--- src/sh9_pkg.sv ---
package sh9_pkg;

  localparam int MAX_FACE_SIZE = 1024;
  localparam int SH_TERMS      = 9;
  localparam int FACE_COUNT    = 6;
  localparam int SUM_COUNT     = SH_TERMS * 3;
  localparam int ELEM_COUNT    = 16;
  localparam int SUM_W         = 48;
  localparam int DIV_NUM_W     = 44;
  localparam int DIV_DEN_W     = 23;

  localparam logic [1:0] REG_FACE_WIDTH  = 2'd0;
  localparam logic [1:0] REG_FACE_HEIGHT = 2'd1;

  localparam logic signed [17:0] ONE_Q16 = 18'sd65536;

  localparam logic [16:0] SH_K [SH_TERMS] = '{
    17'd18487, 17'd32021, 17'd32021, 17'd32021, 17'd71601,
    17'd71601, 17'd71601, 17'd20670, 17'd35801
  };

  localparam logic [3:0] ELEM_TERM [ELEM_COUNT] = '{
    4'd8, 4'd4, 4'd7, 4'd3, 4'd4, 4'd8, 4'd5, 4'd1,
    4'd7, 4'd5, 4'd6, 4'd2, 4'd3, 4'd1, 4'd2, 4'd0
  };

  localparam logic signed [18:0] ELEM_MUL [ELEM_COUNT] = '{
    19'sd28118, 19'sd28118, 19'sd28118, 19'sd33532,
    19'sd28118, -19'sd28118, 19'sd28118, 19'sd33532,
    19'sd28118, 19'sd28118, 19'sd48701, 19'sd33532,
    19'sd33532, 19'sd33532, 19'sd33532, 19'sd58080
  };

  localparam logic signed [18:0] KC5 = 19'sd16234;

  typedef enum logic [3:0] {
    ST_IDLE, ST_UDIV, ST_VDIV, ST_AREA, ST_MAP, ST_SQ, ST_MAG,
    ST_NORM, ST_ZSQ, ST_SIN, ST_POLY, ST_TERM, ST_EMIT
  } state_t;

  typedef struct packed {
    logic [2:0]  face_index;
    logic [9:0]  column;
    logic [9:0]  row_number;
    logic [15:0] red_value;
    logic [15:0] green_value;
    logic [15:0] blue_value;
    logic        final_texel;
  } texel_t;

  typedef struct packed {
    logic [3:0]         element_index;
    logic signed [47:0] red_term;
    logic signed [47:0] green_term;
    logic signed [47:0] blue_term;
    logic               last_element;
  } element_t;

  function automatic logic signed [27:0] q16_44(input logic signed [43:0] p);
    logic signed [43:0] t;
    t = p[43] ? p + 44'sd65535 : p;
    return 28'(t >>> 16);
  endfunction

  function automatic logic signed [48:0] q16_65(input logic signed [64:0] p);
    logic signed [64:0] t;
    t = p[64] ? p + 65'sd65535 : p;
    return 49'(t >>> 16);
  endfunction

  function automatic logic signed [47:0] sat48(input logic signed [50:0] v);
    logic signed [47:0] r;
    if (v[50:47] == 4'b0000 || v[50:47] == 4'b1111) begin
      r = v[47:0];
    end else if (v[50]) begin
      r = {1'b1, 47'b0};
    end else begin
      r = {1'b0, {47{1'b1}}};
    end
    return r;
  endfunction

endpackage

--- src/sh9_div.sv ---
module sh9_div (
  input  logic                          clk,
  input  logic                          rst,
  input  logic                          go,
  input  logic [sh9_pkg::DIV_NUM_W-1:0] num,
  input  logic [sh9_pkg::DIV_DEN_W-1:0] den,
  output logic                          busy,
  output logic [sh9_pkg::DIV_NUM_W-1:0] quo
);
  import sh9_pkg::*;

  localparam int CNT_W = $clog2(DIV_NUM_W);

  logic [DIV_DEN_W-1:0] rem;
  logic [DIV_DEN_W-1:0] den_q;
  logic [CNT_W-1:0]     cnt;
  logic [DIV_DEN_W:0]   rem_sh;
  logic [DIV_DEN_W:0]   diff;
  logic                 take;

  assign rem_sh = {rem, quo[DIV_NUM_W-1]};
  assign diff   = rem_sh - {1'b0, den_q};
  assign take   = rem_sh >= {1'b0, den_q};

  always_ff @(posedge clk) begin
    if (rst) begin
      busy <= 1'b0;
    end else if (go) begin
      busy <= 1'b1;
    end else if (busy && cnt == '0) begin
      busy <= 1'b0;
    end
  end

  always_ff @(posedge clk) begin
    if (go) begin
      rem   <= '0;
      quo   <= num;
      den_q <= den;
      cnt   <= CNT_W'(DIV_NUM_W - 1);
    end else if (busy) begin
      rem <= take ? diff[DIV_DEN_W-1:0] : rem_sh[DIV_DEN_W-1:0];
      quo <= {quo[DIV_NUM_W-2:0], take};
      cnt <= cnt - 1'b1;
    end
  end

endmodule

--- config.mk ---
export PLATFORM = sky130hd
export DESIGN_NAME = sh9_div
export DESIGN_NICKNAME = d
export VERILOG_FILES = /design/src/sh9_pkg.sv /design/src/sh9_div.sv
export SDC_FILE = /design/constraint.sdc
export NUM_CORES = 1
export LEC_CHECK = 0
export BUFFER_PORTS_ARGS = -buffer_cell sky130_fd_sc_hd__buf_4
export CORE_ASPECT_RATIO = 1.1
export CORE_MARGIN = 2
export CORE_UTILIZATION = 59
export DETAILED_ROUTE_END_ITERATION = 7
export PLACE_DENSITY_LB_ADDON = 0.1
export SLEW_MARGIN = 30
export SYNTH_ARGS = -nofsm -noshare
export SYNTH_HDL_FRONTEND = slang
export SYNTH_SLANG_ARGS = --single-unit
--- constraint.sdc ---
create_clock -name clk -period 4.6 [get_ports clk]
set_input_delay 0.69 -clock clk [delete_from_list [all_inputs] [get_ports clk]]
set_output_delay 0.69 -clock clk [all_outputs]
set_load 0.02 [all_outputs]
# After elaboration in Yosys (flattened, before gate mapping)
# Index checks and enable logic that the tools add are counted.
# op_classes
n_reduce_logical,4
n_lt_le_gt_ge,1
n_bitwise,0
multipliers,0
div,0
n_addsub,2
shift,0
eq_ne,0
n_mux,5
# ops
cell,n
44-bit two-way mux,2
24-bit by 23-bit >= comparator with 1-bit output,1
23-bit two-way mux,1
23-bit subtractor,1
6-bit logical NOT,1
"6-bit by 1-bit subtractor with 6-bit output, second input constant",1
2-bit nonzero test,2
1-bit two-way mux,2
1-bit logical AND,1
# totals
reg_bits,97
mem_count,0
in_bits,70
latch_bits,0
wordCells,17
output_inout_bits,45
ramBits,0
romBits,0

# Longest topological paths before layout
# Gate-level depths: netlist of the first run.
# logic_depth
depth_word,4
mapped_depth,12
depth_no_buf,11

# Worst setup path after synthesis of the first run
# OpenSTA, ideal clock, no wires.
# synth_timing
path_type,reg2reg
from,register quo[43] (netlist name)
to,register rem[22]
setup_time_ns,0.122
slack_ns,1.873
n_path_buf,0
t_arrival_ns,2.605
synth_period_minus_slack_ns,2.727
path_stages_with_launch,12
required_time_ns,4.478
cell_sequence,edfxtp_1 inv_1 ha_1 fa_1 nand2b_1 a21oi_2 a31oi_1 o311a_1 o21ai_1 mux2i_1 nor3_1 a221o_1
# synth_via
elab_chain_len,2
elab_cells_between_ends,3
classes_between,add/sub: 1; order compare: 1; mux: 1
# synth_lines
element,line_no,rtl
"start, declared",sh9_div.sv:8,output logic [sh9_pkg::DIV_NUM_W-1:0] quo
"start signal, assigned",sh9_div.sv:38,quo <= num;
"start signal, assigned",sh9_div.sv:43,"quo <= {quo[DIV_NUM_W-2:0], take};"
23-bit subtractor / 24-bit by 23-bit >= comparator with 1-bit output (equally long branches),"sh9_div.sv:22, sh9_div.sv:23",
23-bit two-way mux *,sh9_div.sv:42,rem <= take ? diff[DIV_DEN_W-1:0] : rem_sh[DIV_DEN_W-1:0];
"end signal, assigned",sh9_div.sv:42,
"end, declared",sh9_div.sv:14,logic [DIV_DEN_W-1:0] rem;
# Mark *: on every way between the ends. The rest lies on a longest branch, timed or not.
# A chain may end at the register's enable or synchronous reset.

# Worst setup path after layout of the first run
# layout_timing
from,register quo[43] (netlist name)
to,register rem[18]
# Same word-level chain as after synthesis.

==> results.json, run 1 <==
{
  "nets": 668,
  "finalSetupViolCount": 0,
  "ctsHtreeMaxLevel": 3,
  "area_delta_synth_final_pct": 21.4,
  "syn_avg_cell_area_um2": 11.3,
  "drc": 0,
  "endpoint_kind": "register",
  "gp_congestion": 0.883,
  "io_pins": 115,
  "reg2reg_from": "quo[43]",
  "yosysTopAreaCellShare": 0.386,
  "via_count": 3931,
  "syn_inst": 460,
  "slew_headroom": 0.503,
  "die_w_um": 93.6,
  "diodes": 0,
  "grtUsageMet1": 0.294,
  "startpoint_type": "register",
  "tightest_slew_ns": 0.742,
  "hp-start": "den[15]",
  "synth_area_leader_cell": "edfxtp_1",
  "skew_ns": 0.0149,
  "ys_ff_latch": 97,
  "yosysSeqAreaShare": 0.501,
  "hold_ws_ns": 0.482,
  "clkTransAtPathRegs_ns": 0.12,
  "avgViaCountPerCell": 5.71,
  "yosys_warnings": 0,
  "clock_latency_ns": 0.37,
  "drv_slew": 0,
  "status": "complete, no violations",
  "hpwl_mm": 8.67,
  "synth_enable_flop_cells": 67,
  "ir_drop_mv": 0.234,
  "ys_types": 54,
  "core_area_um2": 8500,
  "grt_overflow_total": 0,
  "ant_nets": 0,
  "globalRouteTotalUtil": 0.252,
  "leakage_nw": 2.69,
  "cts_root_buffer": "clkbuf_8",
  "ys.flop_type": "edfxtp_1",
  "start_util": 0.613,
  "period_minus_slack_ns": 3.14,
  "die_area_um2": 9600,
  "layout-drive-gt1-share": 0.351,
  "grt_use_met2": 0.449,
  "cts.sinks": 97,
  "hold_depth": 1,
  "cts_setup_buffers": 0,
  "postCtsHoldBufs": 0,
  "max-cap-violations": 0,
  "syn-num-nets": 555,
  "met3_usage": 0.0738,
  "max_clock_freq_ghz": 0.319,
  "crit_type": "reg2reg",
  "worst-path-max-fanout": 22,
  "rsz0062_at_grt": "no",
  "drt_first_pass_iters": 5,
  "cts_tree": "built",
  "arrival_ns": 3.41,
  "postCtsResizedCells": 0,
  "num_rows": 35,
  "reg2reg_to": "rem[18]",
  "reg2reg_setup_slack_ns": 1.46,
  "tns_ns": 0,
  "grt_max_degree": 57,
  "antenna_found_initial": 0,
  "final_hold_viol_count": 0,
  "yosys-top-cells-area": "edfxtp_1 39%, dfxtp_1 12%, mux2_2 9.5%, ha_1 5.8%, nand2_1 2.9%",
  "cts_buffers": 9,
  "grt_pass1_vias": 4033,
  "grt_pass1_wl_mm": 19.0,
  "cp.required_ns": 4.87,
  "hp-class": "in2reg",
  "drt_iter0_drc": 195,
  "min_to": "den_q[15]",
  "busiest_layer": "met2",
  "clockBufferDepth": 2,
  "fin_crit_sh": 0.682,
  "power.density_nw_per_um2": 327,
  "syn_area_um2": 5210,
  "io_buffers": 114,
  "die_h_um": 103,
  "drt-total-wl_mm": 11.9,
  "async_flop_share": 0,
  "post_drt_wl_per_cell_um": 17.3,
  "rr_worst_depth": 11
}
## cell usage in the layout, fill, tap and decap left out, drive strengths merged, types with 3 or more instances in the layout
| cell type | count |
|---|---|
| a211o | 3 |
| a21o | 5 |
| a21oi | 27 |
| a22oi | 4 |
| a311oi | 12 |
| a31oi | 4 |
| and2 | 5 |
| and3 | 8 |
| buf | 118 |
| clkbuf | 9 |
| clkinv | 3 |
| dfxtp | 30 |
| edfxtp | 67 |
| ha | 24 |
| inv | 36 |
| mux2 | 44 |
| mux2i | 3 |
| nand2 | 47 |
| nand2b | 7 |
| nand3 | 5 |
| nor2 | 28 |
| nor2b | 7 |
| nor3 | 3 |
| o2111ai | 4 |
| o211ai | 4 |
| o21ai | 23 |
| o21bai | 4 |
| xnor2 | 13 |
| xor2 | 7 |
## synth_stat cells, types with 3 or more instances
library cell  instances
nand3_1               5
nand2_1              40
a22oi_1               4
a311oi_1              4
nand2b_1              7
mux2i_1               3
and3_1                7
a311oi_2              8
o211ai_1              3
a211o_1               3
o2111ai_1             4
o21ai_0              18
edfxtp_1             67
o21ai_1               5
a21o_1                5
inv_1                33
xnor2_1              13
nor2b_1               7
xor2_1                7
a31oi_1               4
a21oi_1              25
clkbuf_1             11
nand2_2               7
nor2_1               28
o21bai_1              4
dfxtp_1              30
nor3_1                3
ha_1                 24
mux2_2               44
and2_1                5
## critical path: stages, from the launching register on
cell and delay (ns):
edfxtp_1 0.38, inv_1 0.06, ha_1 0.22, fa_1 0.40, nand2b_1 0.20, a21oi_2 0.19
a21oi_1 0.16, a211o_1 0.32, o211ai_4 0.32, inv_2 0.31, a32o_1 0.33, a21o_1 0.15
## flip-flops by register name, indices dropped and copies added, names as in the netlist
signal,flops
busy,1
cnt,6
den_q,23
quo,44
rem,23
## layout make-up
cell class,count,area (um2)
repair buffers,118,886
multi-input cells,313,2370
clock inverters,7,63.8
fillers,630,2170
flip-flops and latches,97,2610
clock buffers,9,124
well taps,111,139
inverters,34,128
## cell families after synthesis
family | after synthesis | synth area share
fa+ha+maj | 25 | 0.0615
xor+xnor | 20 | 0.0336
flops | 97 | 0.501
simple gates | 120 | 0.113
compound gates | 101 | 0.147
buf+inv | 50 | 0.0427
mux | 47 | 0.101
## worst max-delay path by stage
stage / from / end / cells after the start
after floorplan: quo[43] / rem[22] / 11
after global placement: quo[43] / rem[18] / 11
after detailed placement: quo[43] / rem[18] / 11
after CTS: quo[43] / rem[18] / 11
after global routing: quo[43] / rem[18] / 11
final: quo[43] / rem[18] / 11
## power by group
part           internal (W)  total [W]  leakage (nW)  switching, W
Combinational      0.000215   0.000468          1.69      0.000253
Clock              0.000206   0.000544        0.0882      0.000337
Sequential          0.00102    0.00106         0.913     0.0000401
## per-layer routing
metal | share of wire | up-vias
met5 | 0 | -
met4 | 0.018 | 0
met3 | 0.071 | 17
met2 | 0.51 | 126
met1 | 0.40 | 1878
li1 | - | 1910
## stage by stage
stage | util | instance area, um2 | total power [W] | cells | setup slack [ns]
CTS | 0.745 | 6330 | 0.00207 | 689 | 1.45
global route | 0.745 | 6330 | 0.00215 | 689 | 1.30
finish | 0.745 | 6330 | 0.00207 | 689 | 1.46
global placement | 0.723 | 6140 | 0.00152 | 673 | 1.62
floorplan | - | 5210 | 0.00137 | 460 | 1.87
detailed placement | 0.723 | 6140 | 0.00154 | 673 | 1.47
No activity file was read; power rests on OpenSTA's default activity.
==> run 2: changes to the inputs <==
--- a/config.mk
+++ b/config.mk
@@ -5,10 +5,11 @@
 export SDC_FILE = /design/constraint.sdc
 export NUM_CORES = 1
 export LEC_CHECK = 0
+export ABC_AREA = 1
 export BUFFER_PORTS_ARGS = -buffer_cell sky130_fd_sc_hd__buf_4
 export CORE_ASPECT_RATIO = 1.1
 export CORE_MARGIN = 2
-export CORE_UTILIZATION = 59
+export CORE_UTILIZATION = 50
 export DETAILED_ROUTE_END_ITERATION = 7
 export PLACE_DENSITY_LB_ADDON = 0.1
 export SLEW_MARGIN = 30
==> constraint.sdc (replaced) <==
create_clock -name clk -period 2.5 [get_ports clk]
set_input_delay 0.375 -clock clk [delete_from_list [all_inputs] [get_ports clk]]
set_output_delay 0.375 -clock clk [all_outputs]
set_load 0.02 [all_outputs]
==> run 2 against run 1 <==
Effect of this change: worst setup slack got worse by 1.2 ns; first-iteration DRC count decreased by 11%; non-clock buffer count increased by 4; critical path type unchanged; largest power group unchanged.
==> results.json, run 2 <==
{
  "status": "complete, no violations",
  "muxShareOfSynthArea": 0,
  "ctsHtreeMaxLevel": 3,
  "ys_ff_latch": 97,
  "top_layer_used": "met4",
  "cts_root_buffer": "clkbuf_16",
  "drt-total-wl_mm": 12.9,
  "postCtsResizedCells": 0,
  "core_area_um2": 10900,
  "reg2reg_from": "quo[43]",
  "synth_enable_flop_cells": 67,
  "ys_types": 31,
  "post-route-util": 0.635,
  "hold_depth": 1,
  "cts.sinks": 97,
  "yosys-top-cells-area": "edfxtp_1 36%, nand2_1 24%, dfxtp_1 11%, inv_1 6.5%, ha_1 5.4%",
  "syn_area_um2": 5570,
  "grt_overflow_total": 0,
  "die_area_um2": 12000,
  "cts_setup_buffers": 0,
  "syn-num-nets": 854,
  "fin_crit_sh": 0.912,
  "layout-drive-gt1-share": 0.167,
  "postCtsHoldBufs": 0,
  "clockBufferDepth": 2,
  "final_hold_viol_count": 0,
  "num_rows": 40,
  "diodes": 0,
  "clkTransAtPathRegs_ns": 0.07,
  "critPathMaxStageDelay_ns": 0.42,
  "dr_wl_met3_um": 815,
  "cts_tree": "built",
  "yosysTopAreaCellShare": 0.361,
  "post_drt_wl_per_cell_um": 12.6,
  "antenna_found_initial": 0,
  "largestRegisters": "quo (44), den_q (23), rem (23)",
  "seqCellArea_um2": 2610,
  "startpoint_type": "register",
  "cts_buffers": 9,
  "synthTopCellsByCount": "353 x nand2_1, 97 x inv_1, 74 x nor2_1",
  "finalSetupViolCount": 0,
  "via_count": 4983,
  "fin_ws_ns": 0.221,
  "crit_start": "quo[43]",
  "async_flop_share": 0,
  "yosys_warnings": 0,
  "largest-register": "quo",
  "drv_slew": 0,
  "route.met2.wl_mm": 6.18,
  "critPathCapture": "rem[19]",
  "start_util": 0.510,
  "layoutNonFillerInstCount": 1025,
  "die_w_um": 105,
  "arrival_ns": 2.52,
  "synth-compound-area-share": 0.0265,
  "final_area_um2": 6920,
  "synth_top_family_by_area": "simple AND/OR/NAND/NOR gates",
  "ys.flop_type": "edfxtp_1",
  "grt_pass1_vias": 4897,
  "syn_avg_cell_area_um2": 7.33,
  "drt_iter0_drc": 173,
  "met1_length_mm": 5.59,
  "hpwl_mm": 9.60,
  "crit_chain": "inv_1, ha_1, fa_1, inv_1, nand2_1, nand2_1, nand3_1, nand2_2, nand2_1, nand4_2, buf_4, nand3_1, nand2_1, nand2_1",
  "final_common_cell": "nand2_1",
  "largest_reg_flops": 44,
  "power.density_nw_per_um2": 596,
  "syn_inst": 759,
  "gp_congestion": 0.979,
  "clock_latency_ns": 0.35,
  "io_buffers": 114,
  "nFillCells": 1033,
  "yosysMostFrequentCell": "nand2_1",
  "rsz0062_at_grt": "no",
  "place_inst": 1009,
  "reg2reg_to": "rem[19]",
  "synth_fa_ha_area_frac": 0.0575,
  "endpoint_kind": "register",
  "max_clock_freq_ghz": 0.439,
  "ant_nets": 0,
  "slew_headroom": 0.625,
  "cp.required_ns": 2.74,
  "die_h_um": 115,
  "skew_ns": 0.00732,
  "layout_common_cells": "353 x nand2_1, 121 x buf_4, 97 x inv_1",
  "rr_worst_depth": 14,
  "synth_area_leader_cell": "edfxtp_1",
  "post_dp_cell_area_um2": 6580,
  "grt_pass1_wl_mm": 22.2,
  "dpl_worst_slack_ns": 0.238,
  "hp-class": "in2reg",
  "drc": 0,
  "globalRouteTotalUtil": 0.228,
  "yosys.area_share.simple": 0.346,
  "period_minus_slack_ns": 2.28,
  "area_delta_synth_final_pct": 24.4,
  "avgViaCountPerCell": 4.86,
  "ir_drop_mv": 0.373,
  "drt_first_pass_iters": 5,
  "yosysSeqAreaShare": 0.469,
  "tns_ns": 0,
  "max-cap-violations": 0,
  "crit_type": "reg2reg",
  "nets": 968,
  "crit_top_cell": "nand2_1",
  "reg2reg_setup_slack_ns": 0.22,
  "cpMaxStageDelayCell": "fa_1",
  "tightest_slew_ns": 0.562,
  "synth_xor_area_frac": 0.0173,
  "grt_max_degree": 51,
  "multi_input_area_um2": 2490,
  "worst-path-max-fanout": 16,
  "io_pins": 115,
  "leakage_nw": 3.54
}
-- run 2: cell types whose count changed in the layout (fill, tap and decap cells not counted), sizes merged, moves of 12 or more --
cell	change
mux2	-44
o21ai	-16
inv	+64
nand2	+310
a311oi	-12
a21oi	-12
nor2	+50
nand3	+24
-- run 2: final cells by class --
| cell class | instances | share of cell area |
|---|---|---|
| inverters | 98 | 0.0531 |
| clock buffers | 10 | 0.0331 |
| clock inverters | 6 | 0.0161 |
| flip-flops and latches | 97 | 0.377 |
| multi-input cells | 545 | 0.360 |
| well taps | 147 | 0.0266 |
| repair buffers | 122 | 0.134 |
-- run 2: critical path: cells and delay by family (launching register included) --
kind / cells / cell delay, ns
flops: 1 / 0.37
fa+ha+maj: 2 / 0.63
buf+inv: 3 / 0.39
simple gates: 9 / 0.80
-- run 2: power breakdown --
group	switching, W	total [W]	leakage [nW]	internal, W
Sequential	0.0000581	0.00191	0.920	0.00185
Clock	0.000615	0.00160	0.165	0.000983
Combinational	0.000364	0.000623	2.45	0.000259
Total	0.00104	0.00413	3.54	0.00309
-- run 2: kinds of logic after synthesis --
group                      Yosys count
and+or+nand+nor                    482
buffers and inverters              117
DFF                                 97
AOI/OAI and AO/OA                   27
adders and majority gates           25
xor gates and xnor gates            11
-- run 2: worst min-delay path by stage --
| stage | start | to | slack, ns |
|---|---|---|---|
| finish | den[8] | den_q[8] | 0.20 |
| detailed placement | cnt[3] | cnt[3] | 0.46 |
| global route | den[6] | den_q[6] | 0.19 |
| floorplan | cnt[3] | cnt[3] | 0.43 |
| global placement | cnt[3] | cnt[3] | 0.44 |
| CTS | den[5] | den_q[5] | 0.19 |
-- run 2: stage by stage --
stage	hold WS, ns	power [W]
3_5_place_dp	0.462	0.00257
2_1_floorplan	0.428	0.00228
6_report	0.201	0.00413
3_3_place_gp	0.440	0.00256
4_1_cts	0.189	0.00416
5_1_grt	0.191	0.00429
-- run 2: routing by layer --
| layer | GRT usage | vias up |
|---|---|---|
| met5 | 0 | - |
| met4 | 0.102 | 0 |
| met3 | 0.0495 | 22 |
| met2 | 0.395 | 148 |
| met1 | 0.273 | 2232 |
| li1 | - | 2581 |
